## config.mk

```make
export PLATFORM = sky130hd
export DESIGN_NAME = pts_seq_flat
export DESIGN_NICKNAME = d
export VERILOG_FILES = /design/src/rtl/core/pts_pkg.sv /design/src/rtl/core/pts_stream_if.sv /design/src/rtl/core/pts_plane_unit.sv /design/src/rtl/core/pts_seq.sv /design/src/flat_wrapper.sv
export SDC_FILE = /design/constraint.sdc
export NUM_CORES = 1
export LEC_CHECK = 0
export ABC_AREA = 1
export BUFFER_PORTS_ARGS = -buffer_cell sky130_fd_sc_hd__buf_2
export CORE_MARGIN = 4
export CORE_UTILIZATION = 55
export CTS_BUF_LIST = sky130_fd_sc_hd__clkbuf_2 sky130_fd_sc_hd__clkbuf_4 sky130_fd_sc_hd__clkbuf_8
export DETAILED_ROUTE_END_ITERATION = 8
export PLACE_DENSITY = 0.83
export SLEW_MARGIN = 15
export SYNTH_ARGS = -nofsm -noshare
export SYNTH_HDL_FRONTEND = slang
export SYNTH_SLANG_ARGS = --single-unit
```

## constraint.sdc

```tcl
create_clock -name clock -period 5.76 [get_ports clock]
set_clock_uncertainty 0.2 [all_clocks]
set_input_delay 1.152 -clock clock [delete_from_list [all_inputs] [get_ports clock]]
set_output_delay 1.152 -clock clock [all_outputs]
set_load 0.01 [all_outputs]
```

## src/rtl/core/pts_pkg.sv

```systemverilog
// Package for the planar tile pixel store: payload structs, command codes,
// memory request struct and sizes. No dependencies.

package pts_pkg;

   localparam int ADDR_W      = 15;
   localparam int MEM_BYTES   = 32768;
   localparam int TILE_W      = 10;
   localparam int COUNT_W     = 5;

   localparam logic [2:0] CMD_LOAD_BYTE   = 3'd0;
   localparam logic [2:0] CMD_READ_BYTE   = 3'd1;
   localparam logic [2:0] CMD_READ_PIXEL  = 3'd2;
   localparam logic [2:0] CMD_WRITE_PIXEL = 3'd3;
   localparam logic [2:0] CMD_COPY_TILE   = 3'd4;

   typedef struct packed {
      logic [2:0]        command;
      logic [TILE_W-1:0] tile_number;
      logic [TILE_W-1:0] source_tile;
      logic [2:0]        pixel_x;
      logic [2:0]        pixel_y;
      logic              h_flip;
      logic              v_flip;
      logic [2:0]        palette;
      logic [3:0]        pixel_value;
      logic [ADDR_W-1:0] byte_address;
      logic [7:0]        byte_data;
   } req_payload_type;

   typedef struct packed {
      logic [3:0] color_index;
      logic [6:0] palette_entry;
      logic [7:0] read_data;
   } rsp_payload_type;

   typedef struct packed {
      logic              rd_en;
      logic [ADDR_W-1:0] rd_addr;
      logic              wr_en;
      logic [ADDR_W-1:0] wr_addr;
      logic [7:0]        wr_data;
   } mem_req_type;

endpackage

```

## src/rtl/core/pts_stream_if.sv

```systemverilog
// Valid/ready channel interfaces for requests and responses.
// Depends on pts_pkg for the payload structs.

interface pts_req_if;
   import pts_pkg::*;
   logic            valid;
   logic            ready;
   req_payload_type payload;
   modport source (output valid, output payload, input ready);
   modport sink (input valid, input payload, output ready);
endinterface

interface pts_rsp_if;
   import pts_pkg::*;
   logic            valid;
   logic            ready;
   rsp_payload_type payload;
   modport source (output valid, output payload, input ready);
   modport sink (input valid, input payload, output ready);
endinterface

```

## src/rtl/core/pts_plane_unit.sv

```systemverilog
// Shared bit-plane unit: extracts one pixel bit from a plane byte and merges
// a new bit into it. Used once per plane step. Depends on nothing.

module pts_plane_unit (
   input  logic [7:0] byte_in,
   input  logic [2:0] column,
   input  logic       new_bit,
   output logic       bit_out,
   output logic [7:0] byte_out
);

   logic [2:0] bit_pos;

   // Pixel x sits at bit 7-x of each plane byte.
   assign bit_pos = ~column;
   assign bit_out = byte_in[bit_pos];

   always_comb begin
      byte_out          = byte_in;
      byte_out[bit_pos] = new_bit;
   end

endmodule

```

## src/rtl/core/pts_seq.sv

```systemverilog
// Command sequencer: decodes requests, steps the plane unit over the planes
// of a pixel, steps over the bytes of a tile copy, holds the response register.
// Depends on pts_pkg, pts_stream_if and pts_plane_unit.

module pts_seq
   import pts_pkg::*;
(
   input  logic        clock,
   input  logic        reset,
   input  logic        four_bpp_mode,
   pts_req_if.sink     req_chan,
   pts_rsp_if.source   rsp_chan,
   output mem_req_type mem_req,
   input  logic [7:0]  rd_data
);

   localparam logic [1:0] S_IDLE = 2'd0;
   localparam logic [1:0] S_READ = 2'd1;
   localparam logic [1:0] S_EXEC = 2'd2;

   logic [1:0]         state_ff, state_in;
   logic [2:0]         cmd_ff, cmd_in;
   logic [ADDR_W-1:0]  addr_a_ff, addr_a_in;
   logic [ADDR_W-1:0]  addr_b_ff, addr_b_in;
   logic [ADDR_W-1:0]  cur_addr_ff, cur_addr_in;
   logic [COUNT_W-1:0] count_ff, count_in;
   logic [1:0]         plane_ff, plane_in;
   logic [2:0]         column_ff, column_in;
   logic [3:0]         value_ff, value_in;
   logic [2:0]         pal_ff, pal_in;
   logic [3:0]         color_ff, color_in;
   logic               rsp_valid_ff, rsp_valid_in;
   rsp_payload_type    rsp_data_ff, rsp_data_in;

   req_payload_type    req;
   logic               accept;
   logic [ADDR_W-1:0]  dst_base;
   logic [ADDR_W-1:0]  src_base;
   logic [2:0]         col_flip;
   logic [2:0]         row_flip;
   logic [ADDR_W-1:0]  read_addr;
   logic [3:0]         color_next;
   logic [COUNT_W-1:0] last_count;
   logic [1:0]         last_plane;
   logic               unit_bit;
   logic [7:0]         unit_byte;

   assign req            = req_chan.payload;
   assign req_chan.ready = (state_ff == S_IDLE) && (!rsp_valid_ff || rsp_chan.ready);
   assign accept         = req_chan.valid && req_chan.ready;
   assign rsp_chan.valid   = rsp_valid_ff;
   assign rsp_chan.payload = rsp_data_ff;

   assign dst_base = four_bpp_mode ? {req.tile_number, 5'd0} : {1'b0, req.tile_number, 4'd0};
   assign src_base = four_bpp_mode ? {req.source_tile, 5'd0} : {1'b0, req.source_tile, 4'd0};
   assign col_flip = req.h_flip ? ~req.pixel_x : req.pixel_x;
   assign row_flip = req.v_flip ? ~req.pixel_y : req.pixel_y;
   assign last_count = four_bpp_mode ? 5'd31 : 5'd15;
   assign last_plane = four_bpp_mode ? 2'd3 : 2'd1;

   pts_plane_unit u_plane (
      .byte_in  (rd_data),
      .column   (column_ff),
      .new_bit  (value_ff[plane_ff]),
      .bit_out  (unit_bit),
      .byte_out (unit_byte)
   );

   always_comb begin
      color_next = color_ff;
      color_next[plane_ff] = unit_bit;
      if (cmd_ff == CMD_COPY_TILE) begin
         read_addr = addr_a_ff + {{(ADDR_W-COUNT_W){1'b0}}, count_ff};
      end else if (cmd_ff == CMD_READ_BYTE) begin
         read_addr = addr_a_ff;
      end else begin
         read_addr = addr_a_ff + {{(ADDR_W-5){1'b0}}, plane_ff[1], 3'd0, plane_ff[0]};
      end
   end

   always_comb begin
      state_in     = state_ff;
      cmd_in       = cmd_ff;
      addr_a_in    = addr_a_ff;
      addr_b_in    = addr_b_ff;
      cur_addr_in  = cur_addr_ff;
      count_in     = count_ff;
      plane_in     = plane_ff;
      column_in    = column_ff;
      value_in     = value_ff;
      pal_in       = pal_ff;
      color_in     = color_ff;
      rsp_valid_in = rsp_valid_ff && !rsp_chan.ready;
      rsp_data_in  = rsp_data_ff;
      mem_req      = '0;

      unique case (state_ff)
         S_IDLE: begin
            if (accept) begin
               cmd_in      = req.command;
               rsp_data_in = '0;
               plane_in    = 2'd0;
               count_in    = '0;
               color_in    = 4'd0;
               column_in   = col_flip;
               value_in    = req.pixel_value;
               pal_in      = req.palette;
               unique case (req.command)
                  CMD_LOAD_BYTE: begin
                     mem_req.wr_en   = 1'b1;
                     mem_req.wr_addr = req.byte_address;
                     mem_req.wr_data = req.byte_data;
                     rsp_valid_in    = 1'b1;
                  end
                  CMD_READ_BYTE: begin
                     addr_a_in = req.byte_address;
                     state_in  = S_READ;
                  end
                  CMD_READ_PIXEL, CMD_WRITE_PIXEL: begin
                     addr_a_in = dst_base + {{(ADDR_W-4){1'b0}}, row_flip, 1'b0};
                     state_in  = S_READ;
                  end
                  CMD_COPY_TILE: begin
                     addr_a_in = src_base;
                     addr_b_in = dst_base;
                     if (req.tile_number == req.source_tile) begin
                        rsp_valid_in = 1'b1;
                     end else begin
                        state_in = S_READ;
                     end
                  end
                  default: begin
                     rsp_valid_in = 1'b1;
                  end
               endcase
            end
         end
         S_READ: begin
            mem_req.rd_en   = 1'b1;
            mem_req.rd_addr = read_addr;
            cur_addr_in     = read_addr;
            state_in        = S_EXEC;
         end
         S_EXEC: begin
            unique case (cmd_ff)
               CMD_READ_BYTE: begin
                  rsp_data_in.read_data = rd_data;
                  rsp_valid_in          = 1'b1;
                  state_in              = S_IDLE;
               end
               CMD_COPY_TILE: begin
                  mem_req.wr_en   = 1'b1;
                  mem_req.wr_addr = addr_b_ff + {{(ADDR_W-COUNT_W){1'b0}}, count_ff};
                  mem_req.wr_data = rd_data;
                  count_in        = count_ff + 5'd1;
                  if (count_ff == last_count) begin
                     rsp_valid_in = 1'b1;
                     state_in     = S_IDLE;
                  end else begin
                     state_in = S_READ;
                  end
               end
               default: begin
                  color_in = color_next;
                  if (cmd_ff == CMD_WRITE_PIXEL) begin
                     mem_req.wr_en   = 1'b1;
                     mem_req.wr_addr = cur_addr_ff;
                     mem_req.wr_data = unit_byte;
                  end
                  plane_in = plane_ff + 2'd1;
                  if (plane_ff == last_plane) begin
                     rsp_data_in.color_index = color_next;
                     if (cmd_ff == CMD_READ_PIXEL) begin
                        rsp_data_in.palette_entry = four_bpp_mode ?
                           {pal_ff, color_next} : {2'd0, pal_ff, color_next[1:0]};
                     end
                     rsp_valid_in = 1'b1;
                     state_in     = S_IDLE;
                  end else begin
                     state_in = S_READ;
                  end
               end
            endcase
         end
         default: begin
            state_in = S_IDLE;
         end
      endcase
   end

   always_ff @(posedge clock) begin
      if (reset) begin
         state_ff     <= S_IDLE;
         rsp_valid_ff <= 1'b0;
      end else begin
         state_ff     <= state_in;
         rsp_valid_ff <= rsp_valid_in;
      end
      cmd_ff      <= cmd_in;
      addr_a_ff   <= addr_a_in;
      addr_b_ff   <= addr_b_in;
      cur_addr_ff <= cur_addr_in;
      count_ff    <= count_in;
      plane_ff    <= plane_in;
      column_ff   <= column_in;
      value_ff    <= value_in;
      pal_ff      <= pal_in;
      color_ff    <= color_in;
      rsp_data_ff <= rsp_data_in;
   end

`ifndef ASSERT_OFF
   assert property (@(posedge clock) disable iff (reset)
      (state_ff != S_IDLE) |-> !req_chan.ready)
      else $error("request taken while a command is in progress");

   assert property (@(posedge clock) disable iff (reset)
      !(mem_req.rd_en && mem_req.wr_en))
      else $error("memory read and write issued in the same cycle");

   assert property (@(posedge clock) disable iff (reset)
      (state_ff == S_READ) |=> (state_ff == S_EXEC))
      else $error("read step not followed by its execute step");

   assert property (@(posedge clock) disable iff (reset)
      (state_ff != S_IDLE) |-> !rsp_valid_ff)
      else $error("response pending while a command is in progress");

   assert property (@(posedge clock) disable iff (reset)
      (state_ff != S_IDLE && !four_bpp_mode &&
       (cmd_ff == CMD_READ_PIXEL || cmd_ff == CMD_WRITE_PIXEL)) |-> !plane_ff[1])
      else $error("plane step beyond the last plane in 2bpp mode");
`endif

endmodule

```

## src/flat_wrapper.sv

```systemverilog
// flat-port wrapper written by rule: the top's interface ports become plain ports
module pts_seq_flat import pts_pkg::*;
  (clock, reset, four_bpp_mode, mem_req, rd_data, req_chan_valid, req_chan_payload, req_chan_ready, rsp_chan_valid, rsp_chan_payload, rsp_chan_ready);
  pts_req_if req_chan_i ();
  pts_rsp_if rsp_chan_i ();
  input  logic clock;
  input  logic reset;
  input  logic four_bpp_mode;
  output mem_req_type mem_req;
  input  logic [7:0] rd_data;
  input wire logic [$bits(req_chan_i.valid)-1:0] req_chan_valid;
  input wire logic [$bits(req_chan_i.payload)-1:0] req_chan_payload;
  output wire logic [$bits(req_chan_i.ready)-1:0] req_chan_ready;
  output wire logic [$bits(rsp_chan_i.valid)-1:0] rsp_chan_valid;
  output wire logic [$bits(rsp_chan_i.payload)-1:0] rsp_chan_payload;
  input wire logic [$bits(rsp_chan_i.ready)-1:0] rsp_chan_ready;
  assign req_chan_i.valid = req_chan_valid;
  assign req_chan_i.payload = req_chan_payload;
  assign req_chan_ready = req_chan_i.ready;
  assign rsp_chan_valid = rsp_chan_i.valid;
  assign rsp_chan_payload = rsp_chan_i.payload;
  assign rsp_chan_i.ready = rsp_chan_ready;
  pts_seq u_core (.clock(clock), .reset(reset), .four_bpp_mode(four_bpp_mode), .req_chan(req_chan_i), .rsp_chan(rsp_chan_i), .mem_req(mem_req), .rd_data(rd_data));
endmodule
```

# Yosys cells after proc, flatten, opt, wreduce, memory -nomap -nowiden
# Cells that the tools add are included.
[classes] n_eq_ne=21 n_lt_le_gt_ge=4 n_reduce_logical=24 n_mux=55 bitwise=3 add_sub_neg=6
[ops] operator="$pmux 24 s2" n=2
[ops] operator="$mux 24" n=3
[ops] operator="$mux 15" n=4
[ops] operator="$add 15x5->15" n=3
[ops] operator="$pmux 15 s3" n=1
[ops] operator="$pmux 19 s2" n=1
[ops] operator="$mux 11" n=2
[ops] operator="$mux 19" n=1
[ops] operator="$reduce_and 3->1" n=6
[ops] operator="$mux 16" n=1
[ops] operator="$add 15x4->15" n=1
[ops] operator="$mux 5" n=3
[ops] operator="$mux 7" n=2
[ops] operator="$eq 3x2->1 const B" n=4
[ops] operator="$pmux 2 s2" n=3
[ops] operator="$eq 10x10->1" n=1
[ops] operator="$mux 1" n=10
[ops] operator="$mux 2" n=5
[ops] operator="$ne 2x1->1 const B" n=5
[ops] operator="$pmux 5 s2" n=1
[ops] operator="$not 3->3" n=3
[ops] operator="$bwmux 8" n=1
[ops] operator="$mux 4" n=2
[ops] operator="$mux 8" n=1
[ops] operator="other kinds (35)" n=47
[totals] elab_cells=128 inputBits=74 regBits=91

# Longest topological paths before layout
[depth] word_depth=10 ltp_mapped=12

# Cells and area by module
# Synthesis repeated with hierarchy kept, for this count alone.
[hier_totals] hier_cells=697 hier_area_um2=5607.9
[modules_own_cells] module="pts_seq" cells_each=649 instances=1 area_per_inst_um2=5377.7
[modules_own_cells] module="pts_plane_unit" cells_each=48 instances=1 area_per_inst_um2=230.2

# Worst setup path after synthesis
# OpenSTA, ideal clock, no wires.
[synth_path] path_type="in2out" start="in rsp_chan_ready" end="out mem_req[10] (netlist name)" arrival_time_ns=2.126 path_slack_ns=2.282 t_required_ns=4.408 stages=9 path_cell_list="nor2_1 > nor2_4 > nand2_4 > inv_4 > nand2_4 > clkinv_4 > buf_6 > nand2_1 > a31oi_1"
[synth_lines] item="start, declared" line_no="flat_wrapper.sv:16" rtl="input wire logic [$bits(rsp_chan_i.ready)-1:0] rsp_chan_ready;"
[synth_lines] item="end, declared" line_no="flat_wrapper.sv:9" rtl="output mem_req_type mem_req;"

==> out/qor.log <==
INFO  status         status=finished clean
INFO  finish         area_of_the_multi_input_gates=2520µm²
INFO  timing         maxSlewViolCount=0
INFO  finish         final_core_util=66.7%
INFO  finish         drive_gt1_share=22.1%
INFO  yosys          largest_family_of_logic_cells_by_synthesized_area=simple AND/OR/NAND/NOR gates
INFO  cts            cells_resized_by_post_cts_repair=0
INFO  critical_path  r2r-end=u_core.rsp_chan.payload[14]$_SDFFCE_PN0P_
INFO  timing         hold_viol=0
INFO  timing         fin_crit=3.94ns
INFO  pwr            report.power.total=1.72mW
INFO  yosys          synth_fp_nets=760
INFO  critical_path  worst_setup_path_start_kind=register
INFO  yosys          synth.area.mux_share=0%
INFO  pwr            pwr_density_cell=262nW/µm²
INFO  yosys          synth_async_sr_flop_share=0%
INFO  timing         tightest_slew=1.02ns
INFO  yosys          synthDominantAreaCellType=sky130_fd_sc_hd__edfxtp_1
INFO  yosys          synth_cells=670
INFO  global_routing grt_start_max_net_pins=29
INFO  place          port_buffers=134
INFO  drt            drt_iter0_markers=499
INFO  pwr            total_leakage_power=3.10nW
INFO  die            boundaryPins=135
INFO  critical_path  cp.arrival=2.59ns
INFO  min_path       hold-path-endpoint=u_core.cur_addr_ff[13]$_DFFE_PP_
INFO  cts            clk_transition_reported_paths=0.09ns
INFO  pwr            sw_share=32.0%
INFO  finish         mostFrequentLayoutCell=sky130_fd_sc_hd__nand2_1
INFO  die            core_area=9820µm²
INFO  yosys          synth_simple_gate_area_share=25.4%
INFO  min_path       worstHoldPathType=register to register
INFO  finish         final_cell_mix=sky130_fd_sc_hd__nand2_1, sky130_fd_sc_hd__buf_2, sky130_fd_sc_hd__inv_1
INFO  global_routing grt_first_pass_wirelength=25000µm
INFO  place          dp_hpwl=12100µm
INFO  critical_path  timing.critical_path.required=4.41ns
INFO  cts            post-cts-setup-buffers=0
INFO  critical_path  rrSetupSlack=3.19ns
INFO  pwr            comb_power_share=24.5%
INFO  pwr            cellInternalPower=1.17mW
INFO  timing         grt_setup_unrepaired=false
INFO  die            dieArea=11800µm²
INFO  timing         tns=0ns
INFO  yosys          synth_sequential_area_ratio=46.3%
INFO  drt            post_drt_via_cell_ratio=5.74
INFO  yosys          register_bit_total_from_synthesis=87
INFO  drt            dr_total_vias=5391
INFO  drt            wl=15900µm
INFO  yosys          mean_post_synth_cell_area=8.33µm²
INFO  yosys          synth_edf_count=84
INFO  cts            cts.htree.levels=3
INFO  pwr            power.ir.vdd_worst=156µV
INFO  yosys          synth_flop_cell=sky130_fd_sc_hd__edfxtp_1
INFO  yosys          synth.distinct_cells=42
INFO  cts            clkSinkCount=87
INFO  min_path       timing.hold.worst_path_depth=2
INFO  die            die_width=109µm
INFO  die            initial_core_util=56.8%
INFO  yosys          synthDominantCellAreaShare=45.2%
INFO  timing         fmax=254MHz
INFO  finish         num-fill-cells=835
INFO  finish         area_overhead_of_the_layout_relative_to_synthesis=17.4%
INFO  critical_path  worstSetupEndpointType=primary output
INFO  global_routing grt_antenna_before_repair=0
INFO  finish         antennaDiodeCount=0
INFO  pwr            share_clk_of_total_power=27.3%
INFO  drt            post_drt_wl_per_cell=17.0µm
INFO  drt            drtPass1Iterations=7
INFO  pwr            power_frac_seq=48.2%
INFO  pwr            power.switching=0.550mW
INFO  timing         timing.final.crit_share=68.4%
INFO  cts            postCtsHoldBufs=0
INFO  critical_path  worstRegToRegCells=7
INFO  yosys          synth.top_cells.by_area=sky130_fd_sc_hd__edfxtp_1, sky130_fd_sc_hd__nand2_1, sky130_fd_sc_hd__inv_1
INFO  critical_path  setup.worst_path.class=register to primary output
INFO  global_routing gr-total-overflow=0
INFO  cts            ctsLongestPathBuffers=2
INFO  yosys          synth_compound_area_share=12.6%
INFO  cts            clk_latency=0.37ns
INFO  die            die_height=109µm
INFO  yosys          synth_adder_area_share=3.72%
INFO  global_routing first_global_vias=5209
INFO  finish         layout.area.seq=2580µm²
INFO  cts            cts-root-buf=sky130_fd_sc_hd__clkbuf_8
INFO  place          gp_congestion=0.924
INFO  timing         setup_viol=0
INFO  yosys          yosysWarnings=0
INFO  critical_path  path_max_fanout=5
INFO  yosys          synthXorXnorAreaFrac=3.45%
INFO  yosys          cell_area_after_technology_mapping=5580µm²
INFO  drt            drcViolationCount=0
INFO  timing         fin_worst_hold_slack=0.387ns
INFO  global_routing globalRouteTotalUtil=27.4%
INFO  critical_path  worstReg2RegStart=u_core.cmd_ff[0]$_DFFE_PP_
INFO  timing         max_slew_margin=31.5%
INFO  min_path       timing.hold.worst.start=u_core.addr_a_ff[13]$_DFFE_PP_
INFO  finish         fin_nets=891
INFO  run            cap_viol_max_count=0
INFO  drt            drtAntennaViolNets=0
INFO  die            row_count=36
INFO  cts            tritoncts_clock_tree=done
INFO  cts            tritoncts.num_buffers=9
## how the worst max path moves through the flow
| stage | endpoint | cells past startpoint | start | slack [ns] |
|---|---|---|---|---|
| 6_report | mem_req[32] | 10 | u_core.count_ff[0]$_SDFFCE_PN0P_ | 1.82 |
| 3_3_place_gp | mem_req[1] | 10 | rsp_chan_ready | 2.00 |
| 4_1_cts | mem_req[32] | 10 | u_core.count_ff[0]$_SDFFCE_PN0P_ | 1.86 |
| 2_1_floorplan | mem_req[10] | 9 | rsp_chan_ready | 2.28 |
| 5_1_grt | mem_req[32] | 10 | u_core.count_ff[0]$_SDFFCE_PN0P_ | 1.64 |
| 3_5_place_dp | mem_req[0] | 10 | rsp_chan_ready | 1.91 |
## synthesized netlist by cell type, drive strengths merged, types with 3 or more instances
cell type	number
clkbuf	6
a22oi	15
xnor2	11
o22ai	7
nand2	169
xor2	11
nand3	59
o211ai	14
inv	97
a32o	3
or2	7
a31oi	6
buf	10
dfxtp	3
ha	15
edfxtp	84
o21ai	36
nor2	60
a21oi	26
nand4	7
nor3	10
## worst max-delay path: stages, from the launching register on
cell	delay, ns
sky130_fd_sc_hd__edfxtp_1	0.45
sky130_fd_sc_hd__ha_1	0.27
sky130_fd_sc_hd__inv_1	0.07
sky130_fd_sc_hd__fa_1	0.40
sky130_fd_sc_hd__inv_1	0.09
sky130_fd_sc_hd__nand4_1	0.09
sky130_fd_sc_hd__nand4_1	0.13
sky130_fd_sc_hd__nand2_1	0.15
sky130_fd_sc_hd__o21ai_0	0.28
sky130_fd_sc_hd__a21oi_1	0.11
sky130_fd_sc_hd__buf_2	0.17
## routing by layer
metal	GRT usage [%]	share of wire [%]	up-vias	wire, µm
met3	4.50	9.4	64	1510
met4	13.6	3.9	0	614
met5	0	0	-	0
li1	-	-	2528	-
met2	46.7	47	361	7550
met1	33.7	39	2438	6260
## power groups by stage
stage / Sequential, mW / Combinational, mW / Clock (mW)
after floorplan: 0.835 / 0.266 / 0
after CTS: 0.826 / 0.416 / 0.466
after global routing: 0.833 / 0.466 / 0.492
final: 0.828 / 0.420 / 0.469
after global placement: 0.838 / 0.400 / 0
after detailed placement: 0.840 / 0.412 / 0
## state kept, by name, indices dropped and copies added (netlist names)
signal / flops
u_core.addr_b_ff: 11
u_core.count_ff: 5
u_core.rsp_chan.payload: 19
u_core.cmd_ff: 3
u_core.column_ff: 3
u_core.rsp_chan.valid: 1
u_core.state_ff: 2
u_core.value_ff: 4
u_core.addr_a_ff: 15
u_core.color_ff: 4
u_core.plane_ff: 2
u_core.cur_addr_ff: 15
u_core.pal_ff: 3
## final cells by class
type	instances	share of cell area (%)
flip-flops and latches	87	39.4
multi-input cells	469	38.5
repair buffers	136	10.5
inverters	98	5.85
well taps	133	2.54
clock buffers	9	1.89
clock inverters	7	1.34
## logic make-up (layout without fill, tap and decap cells)
kind of cell / Yosys count / in the layout
buf+inv: 114 / 250
flops: 87 / 87
xor+xnor: 22 / 22
fa+ha+maj: 16 / 16
compound gates: 115 / 115
simple gates: 316 / 316
## metrics by stage
stage	cells	worst slack, ns	cell area, µm²
2_1_floorplan	670	2.28	5580
3_3_place_gp	923	2.00	6340
3_5_place_dp	923	1.91	6340
4_1_cts	939	1.86	6550
5_1_grt	939	1.64	6550
6_report	939	1.82	6550
No activity file was read; power rests on OpenSTA's default activity.
